===== src/sv/firc_pkg.sv =====
// Shared types and constants for the circular-buffer FIR filter.
// No dependencies; imported by the top level.
package firc_pkg;

  // Sample and coefficient format, signed Q1.15
  localparam int unsigned SAMPLE_W = 16;
  localparam int unsigned COEF_W   = 16;
  localparam int unsigned PROD_W   = SAMPLE_W + COEF_W;
  // Full-precision Q.30 sum
  localparam int unsigned ACC_W    = 35;

  // Coefficient register file
  localparam int unsigned NUM_COEF  = 8;
  localparam int unsigned COEF_IDX_W = 3;
  localparam int unsigned CFG_IDX_W  = 4;
  localparam int unsigned CFG_DATA_W = 16;

  // Stream widths, padded to whole bytes
  localparam int unsigned IN_TDATA_W  = 16;
  localparam int unsigned OUT_TDATA_W = 40;

  typedef logic signed [SAMPLE_W-1:0] sample_t;
  typedef logic signed [COEF_W-1:0]   coef_t;
  typedef logic signed [PROD_W-1:0]   prod_t;
  typedef logic signed [ACC_W-1:0]    acc_t;

  // Sequencer states
  typedef enum logic [1:0] {
    ST_IDLE,
    ST_RUN,
    ST_DONE
  } firc_state_e;

endpackage


===== src/sv/firc_ram.sv =====
// Generic simple dual-port RAM: one write port, one read port with registered data.
// No dependencies; holds the filter's delay line.
module firc_ram #(
  parameter int unsigned WIDTH = 16,
  parameter int unsigned DEPTH = 8
) (
  input  logic                     clk_i,
  input  logic                     we_i,
  input  logic [$clog2(DEPTH)-1:0] waddr_i,
  input  logic [WIDTH-1:0]         wdata_i,
  input  logic                     re_i,
  input  logic [$clog2(DEPTH)-1:0] raddr_i,
  output logic [WIDTH-1:0]         rdata_o
);

  logic [WIDTH-1:0] mem_q [DEPTH];

  // Write port
  always_ff @(posedge clk_i) begin
    if (we_i) begin
      mem_q[waddr_i] <= wdata_i;
    end
  end

  // Registered read port
  always_ff @(posedge clk_i) begin
    if (re_i) begin
      rdata_o <= mem_q[raddr_i];
    end
  end

endmodule


===== src/sv/fir_filter_circular.sv =====
// FIR filter over a circular delay line held in a synchronous RAM.
// One multiply-accumulate per tap through the single RAM read port; a new sample is accepted
// only once the sequencer is back in idle, after the previous sum has moved to the output register.
// A finished item waits in the output register while the next item is accepted.
// Reset (rst_ni low, asynchronous) clears coefficients, write pointer, sequencer and
// per-entry valid bits; entries not yet written read as zero. No clearing pass.
module fir_filter_circular #(
  parameter int unsigned TAPS = 8
) (
  input  logic                                 clk_i,
  input  logic                                 rst_ni,
  // Input stream; tdata[15:0] = sample_in
  input  logic                                 s_axis_tvalid,
  output logic                                 s_axis_tready,
  input  logic [firc_pkg::IN_TDATA_W-1:0]      s_axis_tdata,
  // Output stream; tdata[34:0] = filtered, [39:35] zero
  output logic                                 m_axis_tvalid,
  input  logic                                 m_axis_tready,
  output logic [firc_pkg::OUT_TDATA_W-1:0]     m_axis_tdata,
  // Coefficient write port
  input  logic                                 cfg_we_i,
  input  logic [firc_pkg::CFG_IDX_W-1:0]       cfg_idx_i,
  input  logic [firc_pkg::CFG_DATA_W-1:0]      cfg_data_i
);

  import firc_pkg::*;

  localparam int unsigned PW = $clog2(TAPS);
  localparam logic [PW-1:0] LAST_POS = PW'(TAPS - 1);

  firc_state_e state_q, state_d;

  coef_t           coef_q [NUM_COEF];
  logic [TAPS-1:0] tap_vld_q;
  logic [PW-1:0]   wp_q;

  // Read issue
  logic            issue_q;
  logic [PW-1:0]   ptr_q;
  logic [PW-1:0]   tap_q;

  // RAM data stage
  logic            s1_vld_q;
  logic            s1_live_q;
  logic [PW-1:0]   s1_tap_q;
  sample_t         ram_rdata;

  // Product stage
  logic            s2_vld_q;
  logic            s2_last_q;
  prod_t           prod_q;

  acc_t            acc_q;

  logic            out_vld_q;
  acc_t            out_data_q;

  logic            in_fire;
  logic            out_load;
  sample_t         mul_sample;
  coef_t           mul_coef;

  assign in_fire  = s_axis_tvalid && s_axis_tready;
  assign out_load = (state_q == ST_DONE) && (!out_vld_q || m_axis_tready);

  // Delay line storage
  firc_ram #(
    .WIDTH(SAMPLE_W),
    .DEPTH(TAPS)
  ) u_line (
    .clk_i  (clk_i),
    .we_i   (in_fire),
    .waddr_i(wp_q),
    .wdata_i(s_axis_tdata[SAMPLE_W-1:0]),
    .re_i   (issue_q),
    .raddr_i(ptr_q),
    .rdata_o(ram_rdata)
  );

  // Coefficient registers; writes past the last index are dropped
  always_ff @(posedge clk_i or negedge rst_ni) begin
    if (!rst_ni) begin
      for (int k = 0; k < NUM_COEF; k++) begin
        coef_q[k] <= '0;
      end
    end else if (cfg_we_i && (cfg_idx_i < CFG_IDX_W'(NUM_COEF))) begin
      coef_q[cfg_idx_i[COEF_IDX_W-1:0]] <= cfg_data_i;
    end
  end

  // Sequencer state register
  always_ff @(posedge clk_i or negedge rst_ni) begin
    if (!rst_ni) begin
      state_q <= ST_IDLE;
    end else begin
      state_q <= state_d;
    end
  end

  // Next state
  always_comb begin
    state_d = state_q;
    unique case (state_q)
      ST_IDLE: begin
        if (in_fire) state_d = ST_RUN;
      end
      ST_RUN: begin
        if (s2_vld_q && s2_last_q) state_d = ST_DONE;
      end
      ST_DONE: begin
        if (out_load) state_d = ST_IDLE;
      end
      default: state_d = ST_IDLE;
    endcase
  end

  assign s_axis_tready = (state_q == ST_IDLE);

  // Write pointer, entry valid bits and read issue
  always_ff @(posedge clk_i or negedge rst_ni) begin
    if (!rst_ni) begin
      wp_q      <= '0;
      tap_vld_q <= '0;
      issue_q   <= 1'b0;
      ptr_q     <= '0;
      tap_q     <= '0;
    end else if (in_fire) begin
      tap_vld_q[wp_q] <= 1'b1;
      wp_q    <= (wp_q == LAST_POS) ? '0 : wp_q + 1'b1;
      // Walk back from the entry just written
      ptr_q   <= wp_q;
      tap_q   <= '0;
      issue_q <= 1'b1;
    end else if (issue_q) begin
      ptr_q <= (ptr_q == '0) ? LAST_POS : ptr_q - 1'b1;
      tap_q <= tap_q + 1'b1;
      if (tap_q == LAST_POS) issue_q <= 1'b0;
    end
  end

  // Pipeline control flags
  always_ff @(posedge clk_i or negedge rst_ni) begin
    if (!rst_ni) begin
      s1_vld_q  <= 1'b0;
      s2_vld_q  <= 1'b0;
      s2_last_q <= 1'b0;
    end else begin
      s1_vld_q  <= issue_q;
      s2_vld_q  <= s1_vld_q;
      s2_last_q <= s1_vld_q && (s1_tap_q == LAST_POS);
    end
  end

  // Tap tag and entry validity travel beside the RAM read
  always_ff @(posedge clk_i) begin
    if (issue_q) begin
      s1_tap_q  <= tap_q;
      s1_live_q <= tap_vld_q[ptr_q];
    end
  end

  // Multiply: unwritten entries count as zero
  assign mul_sample = s1_live_q ? ram_rdata : '0;
  assign mul_coef   = coef_q[COEF_IDX_W'(s1_tap_q)];

  always_ff @(posedge clk_i) begin
    if (s1_vld_q) begin
      prod_q <= mul_sample * mul_coef;
    end
  end

  // Accumulate at full precision
  always_ff @(posedge clk_i) begin
    if (in_fire) begin
      acc_q <= '0;
    end else if (s2_vld_q) begin
      acc_q <= acc_q + ACC_W'(prod_q);
    end
  end

  // Output register: load when the finished sum can move, drop on take
  always_ff @(posedge clk_i or negedge rst_ni) begin
    if (!rst_ni) begin
      out_vld_q <= 1'b0;
    end else if (out_load) begin
      out_vld_q <= 1'b1;
    end else if (m_axis_tready) begin
      out_vld_q <= 1'b0;
    end
  end

  always_ff @(posedge clk_i) begin
    if (out_load) begin
      out_data_q <= acc_q;
    end
  end

  assign m_axis_tvalid = out_vld_q;
  assign m_axis_tdata  = {(OUT_TDATA_W - ACC_W)'(0), out_data_q};

endmodule


===== config.mk =====
export PLATFORM = sky130hd
export DESIGN_NAME = fir_filter_circular
export DESIGN_NICKNAME = d
export VERILOG_FILES = /design/src/sv/firc_pkg.sv /design/src/sv/firc_ram.sv /design/src/sv/fir_filter_circular.sv
export SDC_FILE = /design/constraint.sdc
export NUM_CORES = 1
export LEC_CHECK = 0
export ABC_AREA = 1
export BUFFER_PORTS_ARGS = -buffer_cell sky130_fd_sc_hd__clkbuf_2
export CAP_MARGIN = 20
export CORE_ASPECT_RATIO = 0.75
export CORE_MARGIN = 3
export CORE_UTILIZATION = 60
export DETAILED_ROUTE_END_ITERATION = 16
export PLACE_DENSITY_LB_ADDON = 0.12
export SLEW_MARGIN = 0
export SYNTH_ARGS = -nofsm -noshare
export SYNTH_HDL_FRONTEND = slang
export SYNTH_HIERARCHICAL = 1
export SYNTH_SLANG_ARGS = --single-unit
export TNS_END_PERCENT = 1

===== constraint.sdc =====
create_clock -name clk_i -period 8.56 [get_ports clk_i]
set_clock_uncertainty 0.2 [all_clocks]
set_input_delay 0.856 -clock clk_i [delete_from_list [all_inputs] [get_ports clk_i]]
set_output_delay 0.856 -clock clk_i [all_outputs]
set_load 0.01 [all_outputs]

# Word level (Yosys, flattened, before mapping)
# Memory sizes are Yosys's and may differ from the RTL's. A register that Yosys moved wholly into a read port is not among the register bits.
# Index checks and enable logic that the tools add are counted.
[classes]
n_addsub = 4
n_mul = 1
div_mod_pow = 0
order_cmp = 7
eq_ne = 8
shift = 0
mux = 28
n_bitwise = 3
reduce_logical = 14
[op_table]
columns = ["operator", "count"]
rows = [
  ["$bwmux 128", 1],
  ["$mux 16", 4],
  ["$bmux 16 s3", 1],
  ["$demux 16 s3", 1],
  ["$add 35x32->35", 1],
  ["$mul 16x16->32", 1],
  ["$mux 3", 6],
  ["$eq 3x3->1 const B", 3],
  ["$mux 1", 9],
  ["$ge 4x4->1 const B", 2],
  ["$lt 3x4->1 const B", 2],
  ["$not 3->4", 2],
  ["$or 8x8->8", 1],
  ["$logic_and 1x1->1", 7],
  ["$add 3x1->3 const B", 2],
  ["$mux 2", 3],
  ["$pmux 2 s3", 1],
  ["$lt 4x1->1 const B", 1],
  ["$lt 4x4->1 const B", 1],
  ["$ne 2x2->1 const B", 2],
  ["$reduce_bool 2->1", 2],
  ["$bmux 1 s3", 1],
  ["$demux 1 s3", 1],
  ["$ge 3x1->1 const B", 1],
  ["9 further kinds", 9],
]
[word_totals]
regBits = 258
latchBits = 0
ramBits = 128
mem_bits_ro = 0
input_bits = 41
out_inout_bits = 42
elab_cells = 89
n_memories = 1
[mem_list]
columns = ["memory", "depth", "word_bits", "read_ports", "rd_clocked_by_memory_dff", "write_ports", "line_no", "text"]
rows = [
  ["u_line.mem_q", 8, 16, 1, 1, 1, "firc_ram.sv:16", "logic [WIDTH-1:0] mem_q [DEPTH];"],
]

# Longest topological paths before layout
# Gate-level depths: netlist of run 1.
[depth]
depth_word = 6
ltp_mapped = 33
ltp_nobuf = 31

# Hierarchy
# The synthesis of run 1 kept the hierarchy.
[modules_own_cells]
columns = ["module", "instances", "cells_each", "area_per_inst_um2", "seq_area_each_um2"]
rows = [
  ["fir_filter_circular", 1, 2718, 22529.1, 6636.4],
  ["firc_ram", 1, 587, 6149.6, 4324.1],
]

# Worst setup path after synthesis of run 1
# No wires, ideal clock.
[synth_timing]
path_kind = "reg-to-reg"
from = "register s1_tap_q[0]"
to = "register prod_q[28], data pin"
setup_ns = 0.253
t_arrival_ns = 6.013
required_ns = 8.107
setup_slack_ns = 2.095
path_stages_with_launch = 26
n_path_buf = 3
synth_period_minus_slack_ns = 6.465
cell_sequence = "edfxtp_1 buf_4 inv_2 buf_4 buf_6 o21ai_0 o221ai_1 nand2_2 nor2_1 fa_1 fa_1 inv_1 fa_1 inv_1 fa_1 fa_1 inv_1 fa_1 inv_1 ha_1 a21oi_1 o21ai_0 a221oi_1 nand3_1 nand2_1 nand2_1"
[synth_via]
elab_chain_cells = 5
[synth_rtl]
columns = ["element", "line_no", "text"]
rows = [
  ["start: declaration", "fir_filter_circular.sv:45", "logic [PW-1:0] s1_tap_q;"],
  ["start signal: assignment", "fir_filter_circular.sv:157", "s1_tap_q <= tap_q;"],
  ["$not 3->4 (not written as such)", "fir_filter_circular.sv:164", "assign mul_coef = coef_q[COEF_IDX_W'(s1_tap_q)];"],
  ["$bmux 16 s3", "fir_filter_circular.sv:164", ""],
  ["$mux 16 (not written as such) (2 in series)", "fir_filter_circular.sv:164", ""],
  ["$mul 16x16->32", "fir_filter_circular.sv:168", "prod_q <= mul_sample * mul_coef;"],
  ["end signal: assignment", "fir_filter_circular.sv:168", ""],
  ["end: declaration", "fir_filter_circular.sv:51", "prod_t prod_q;"],
]
# No other way between the ends. The select of a mux whose other input is x is not followed.
# A chain may end at the register's enable or synchronous reset.

# Final worst setup path of run 1
[layout_timing]
from = "register s1_tap_q[0]"
to = "register prod_q[24], data pin"
# Same word-level chain as after synthesis.

==> results.toml, run 1 <==
[place]
io_buffer_count = 77
hpwl_um = 54500
gp_congestion = 1.01

[synth]
syn_avg_cell_area_um2 = 8.68
yosys.area.top_type_share = 0.225
yosysMostFrequentCell = "nand2_1"
ys_ff_latch = 402
ys_seq_area_frac = 0.382
synthDistinctLibCells = 49
yosysWarnings = 6
yosysTopAreaCell = "edfxtp_1"
synth_top_cells_by_area = "edfxtp_1 23%, fa_1 18%, dfrtp_1 13%, nand2_1 9.5%, inv_1 8.6%"
netlist_area_um2 = 28700
synth_commonest_cells = "729 x nand2_1, 660 x inv_1, 372 x nor2_1"
ys.flop_type = "edfxtp_1"
synth_edf_count = 215
synthCells = 3305
async_reset_ff_frac = 0.378

[clocking]
clk_path_buf_depth = 3
cts_hold_buf = 0
tritoncts = "yes"
htree_levels = 2
cts-buffers-inserted = 41
worstSkewPairLatency_ns = 0.59
clk_pin_slew_ns = 0.06
cts_root_buf = "clkbuf_16"
clock_sinks = 402

[run]
cap_violations = 0

[routing]
ant_nets = 0
vias_per_cell = 5.52
drc = 0
dr.pass1.iters = 6
routedWlPerCell_um = 18.3
detail_route.wirelength_um = 73700
vias = 22200
drt_iter0_markers = 2059

[setup_path]
path_max_fanout = 27
cp-end-kind = "flip-flop"
cp-start-kind = "flip-flop"
worstSetupPathType = "reg2reg"
crit_arrival_ns = 8.23
cp.required_ns = 8.66

[timing]
final-hold-violation-count = 0
rsz0062_at_grt = "false"
worstMarginPinSlew_ns = 1.05
fmax_mhz = 123
min_period_over_period = 0.950
setup_tns_ns = 0
max_slew_margin = 0.300
finalSetupViolations = 0
slew_viol_final = 0
min_period_ns = 8.13

[status]
status = "complete, no violations"

[global_route]
grt_use_total = 0.301
grt-ovfl-total = 0
grt_start_max_net_pins = 78
grt_pass1_wl_um = 119000
grt_pass1_vias = 22100
antenna_found_initial = 1

[layout]
layout-drive-gt1-share = 0.0619
nets = 3787
final_core_util = 0.664
antenna_cells = 0
syn_to_final_growth_pct = 8.00

[floorplan]
dieArea_um2 = 50500
core-area_um2 = 46600
top_level_ports = 83
initial_core_util = 0.615
dieWidth_um = 258
die_h_um = 195
row_count = 68

[min_path]
min_path_type = "in2async"
layout make-up:
| class | instances | area, um^2 |
|---|---|---|
| Inverter | 670 | 2510 |
| Tap cell | 630 | 788 |
| Multi-Input combinational cell | 2130 | 14600 |
| Clock buffer | 58 | 1190 |
| Fill cell | 3863 | 15700 |
| Timing Repair Buffer | 116 | 739 |
| Sequential cell | 402 | 11000 |
| Clock inverter | 18 | 154 |
final timing paths:
check / start / to / slack [ns] / depth (start not counted)
max: s1_tap_q[0]$_DFFE_PP_ / prod_q[24]$_DFFE_PP_ / 0.43 / 25
max in group asynchronous: rst_ni / ptr_q[0]$_DFFE_PN0P_ / 6.54 / 2
min reg2reg: tap_vld_q[6]$_DFFE_PN0P_ / tap_vld_q[6]$_DFFE_PN0P_ / 0.26 / 2
min in group clk_i: tap_vld_q[6]$_DFFE_PN0P_ / tap_vld_q[6]$_DFFE_PN0P_ / 0.26 / 2
min: rst_ni / coef_q[32]$_DFFE_PN0P_ / 0.08 / 1
max reg2reg: s1_tap_q[0]$_DFFE_PP_ / prod_q[24]$_DFFE_PP_ / 0.43 / 25
cells in the final DEF, fill, tap and decap left out, drive strengths merged, types with 40 or more instances in the layout:
| master | n |
|---|---|
| nand2 | 736 |
| inv | 667 |
| nor2 | 377 |
| fa | 263 |
| o21ai | 241 |
| edfxtp | 215 |
| dfrtp | 152 |
| clkbuf | 134 |
| nand3 | 124 |
| ha | 122 |
| a21oi | 104 |
| buf | 40 |
critical path, cell delays in order, from the launching register on:
cell	delay, ns
edfxtp_1	0.61
inv_2	0.12
buf_4	0.29
o21ai_0	0.15
o221ai_1	0.21
nand2_1	0.31
inv_1	0.50
nand2_1	0.16
fa_1	0.57
inv_1	0.06
fa_1	0.50
fa_1	0.60
fa_1	0.44
fa_1	0.49
inv_1	0.06
fa_1	0.48
inv_1	0.04
ha_1	0.35
nand2_1	0.08
inv_1	0.09
nand2_1	0.07
nor3_1	0.62
nand4_1	0.20
nand3_1	0.30
a21oi_1	0.14
xnor2_1	0.15
metal layers:
metal | track usage | routed length, um
met5 | 0 | 13
met4 | 0.0797 | 1680
met3 | 0.0826 | 8300
met2 | 0.439 | 31100
met1 | 0.447 | 32600
cells by family after synthesis:
| logic type | count (synthesis) | synth area share |
|---|---|---|
| AND/OR/NAND/NOR | 1272 | 0.176 |
| buffers and inverters | 777 | 0.109 |
| AO/OA/AOI/OAI | 420 | 0.0807 |
| flip-flops | 402 | 0.382 |
| adder cells (fa/ha/maj) | 385 | 0.237 |
| XOR/XNOR | 48 | 0.0147 |
| other | 1 | 0.000131 |
per-stage QoR:
| step | instance area [um^2] | std cells | setup slack, ns | hold slack, ns |
|---|---|---|---|---|
| global placement | 29500 | 3942 | 0.530 | 0.235 |
| detailed placement | 29500 | 3942 | 0.420 | 0.244 |
| floorplan | 28700 | 3309 | 2.09 | 0.222 |
| CTS | 30900 | 4018 | 0.355 | 0.0983 |
| global route | 31000 | 4024 | 0.134 | 0.131 |
| finish | 31000 | 4024 | 0.432 | 0.0822 |
sequential cells by signal, indices dropped and copies added, names as in the netlist:
name and flops:
acc_q 35, coef_q 128, issue_q 1, m_axis_tvalid 1
out_data_q 35, prod_q 32, ptr_q 3, s1_live_q 1
s1_tap_q 3, s1_vld_q 1, s2_last_q 1, s2_vld_q 1
state_q 2, tap_q 3, tap_vld_q 8, u_line/mem_q 128
u_line/rdata_o 16, wp_q 3
timing repair:
action,in CTS,in global routing
setup endpoints to repair,0,2
resized for setup,0,0
buffers inserted,0,1
Power of run 1 is not shown: default switching activity piles up to over one toggle a cycle in this logic, so the estimate is an artifact.
==> run 2: changes to the inputs <==
--- a/config.mk
+++ b/config.mk
@@ -10,7 +10,8 @@
 export CAP_MARGIN = 20
 export CORE_ASPECT_RATIO = 0.75
 export CORE_MARGIN = 3
-export CORE_UTILIZATION = 60
+export CORE_UTILIZATION = 45
+export CTS_BUF_LIST = sky130_fd_sc_hd__clkbuf_8
 export DETAILED_ROUTE_END_ITERATION = 16
 export PLACE_DENSITY_LB_ADDON = 0.12
 export SLEW_MARGIN = 0
==> run 2 against run 1 <==
Compared with the run above: global-route usage shrank 5.8 points; count of clock-buffer cells in the layout increased by 23; fmax increased by 8.0%; register-to-register slack gained 0.60 ns; worst setup slack better by 0.60 ns; die area is 32% higher; hold slack got worse by 0.0083 ns.
==> results.toml, run 2 (synthesized netlist as in run 1, its figures left out) <==
[status]
status = "complete, no violations"

[clocking]
cts_resized = 0
htree_levels = 3
worstSkewPairLatency_ns = 0.67
cts_setup_buffers = 0
tritoncts = "yes"
cts-buffers-inserted = 70
clk_pin_slew_ns = 0.06
clk_path_buf_depth = 3
clock_sinks = 402
cts_hold_buf = 0
cts_root_buf = "clkbuf_8"

[floorplan]
dieWidth_um = 298
dieArea_um2 = 66800
die_h_um = 225
initial_core_util = 0.458
top_level_ports = 83
row_count = 79
core-area_um2 = 62600

[place]
placedCellCount = 4174
hpwl_um = 59800
gp_congestion = 0.957
io_buffer_count = 77

[timing]
setup_tns_ns = 0
min_period_over_period = 0.879
finalSetupViolations = 0
rsz0062_at_grt = "false"
worstMarginPinSlew_ns = 1.04
slew_viol_final = 0
min_period_ns = 7.53
fmax_mhz = 133
final-hold-violation-count = 0
max_slew_margin = 0.304

[layout]
final_cell_mix = "729 x nand2_1, 684 x inv_1, 370 x nor2_1, 263 x fa_1, 239 x o21ai_0"
reg.largest.list = "coef_q x128, u_line/mem_q x128"
layoutNonFillerInstCount = 4302
nFillCells = 6022
nets = 3825
layout-drive-gt1-share = 0.0728
layout_commonest_cell = "nand2_1"
syn_to_final_growth_pct = 9.53

[setup_path]
cp-end-kind = "flip-flop"
r2r_start = "s1_tap_q[0]$_DFFE_PP_"
path_buf_inv = 9
worstSetupPathType = "reg2reg"
critPathMaxStageDelay_ns = 0.56
cpMostUsedCell = "inv_1"
cp.required_ns = 8.77
crit_slowest_cell = "fa_1"
cp-start-kind = "flip-flop"
path_delay_family = "adder cells"
path_max_fanout = 36
timing.rr.end = "prod_q[31]$_DFFE_PP_"
crit_arrival_ns = 7.74
r2r_setup_slack_ns = 1.03
r2r_cells = 27

[global_route]
grt-ovfl-total = 0
antenna_found_initial = 2
grt_pass1_vias = 22100
grt_use_total = 0.243
grt_pass1_wl_um = 126000
grt_start_max_net_pins = 96

[routing]
drt_iter0_markers = 1951
routedWlPerCell_um = 18.4
vias = 22000
detail_route.wirelength_um = 79100
ant_nets = 0
dr.pass1.iters = 8
drc = 0
vias_per_cell = 5.11

[min_path]
min_path_type = "in2async"

[run]
cap_violations = 0
-- run 2: how the worst max path moves through the flow --
stage,start,to,cells after the start
3_5_place_dp,s1_tap_q[1]$_DFFE_PP_,prod_q[31]$_DFFE_PP_,26
6_report,s1_tap_q[0]$_DFFE_PP_,prod_q[31]$_DFFE_PP_,27
5_1_grt,s1_tap_q[0]$_DFFE_PP_,prod_q[29]$_DFFE_PP_,30
3_3_place_gp,s1_tap_q[0]$_DFFE_PP_,prod_q[31]$_DFFE_PP_,27
4_1_cts,s1_tap_q[0]$_DFFE_PP_,prod_q[31]$_DFFE_PP_,27
2_1_floorplan,s1_tap_q[0]$_DFFE_PP_,prod_q[28]$_DFFE_PP_,25
-- run 2: stage by stage --
stage                     hold slack (ns)  area, um^2  setup WS [ns]  utilization
after floorplan                     0.222       28700           2.09            -
after global placement              0.234       29900           1.16        0.478
after detailed placement            0.240       30000           1.14        0.479
after CTS                          0.0652       31300           1.18        0.501
after global routing                0.124       31400          0.622        0.502
final                              0.0739       31400           1.03        0.502
-- run 2: layout make-up --
cell class	instances	area, um^2	share of cell area
inverters	670	2510	0.0801
repair buffers	125	877	0.0279
multi-input cells	2130	14600	0.465
well taps	850	1060	0.0339
clock buffers	81	1110	0.0355
diodes	2	5.00	0.000159
flip-flops and latches	402	11000	0.349
clock inverters	42	253	0.00805
-- run 2: metal layers --
layer / track usage / up-vias / wire (um)
met2: 0.347 / 675 / 32400
li1: - / 10400 / -
met3: 0.0585 / 91 / 6600
met1: 0.374 / 10800 / 38900
met4: 0.0526 / 0 / 1270
met5: 0 / - / 0
Power of run 2 is left out for the same reason.
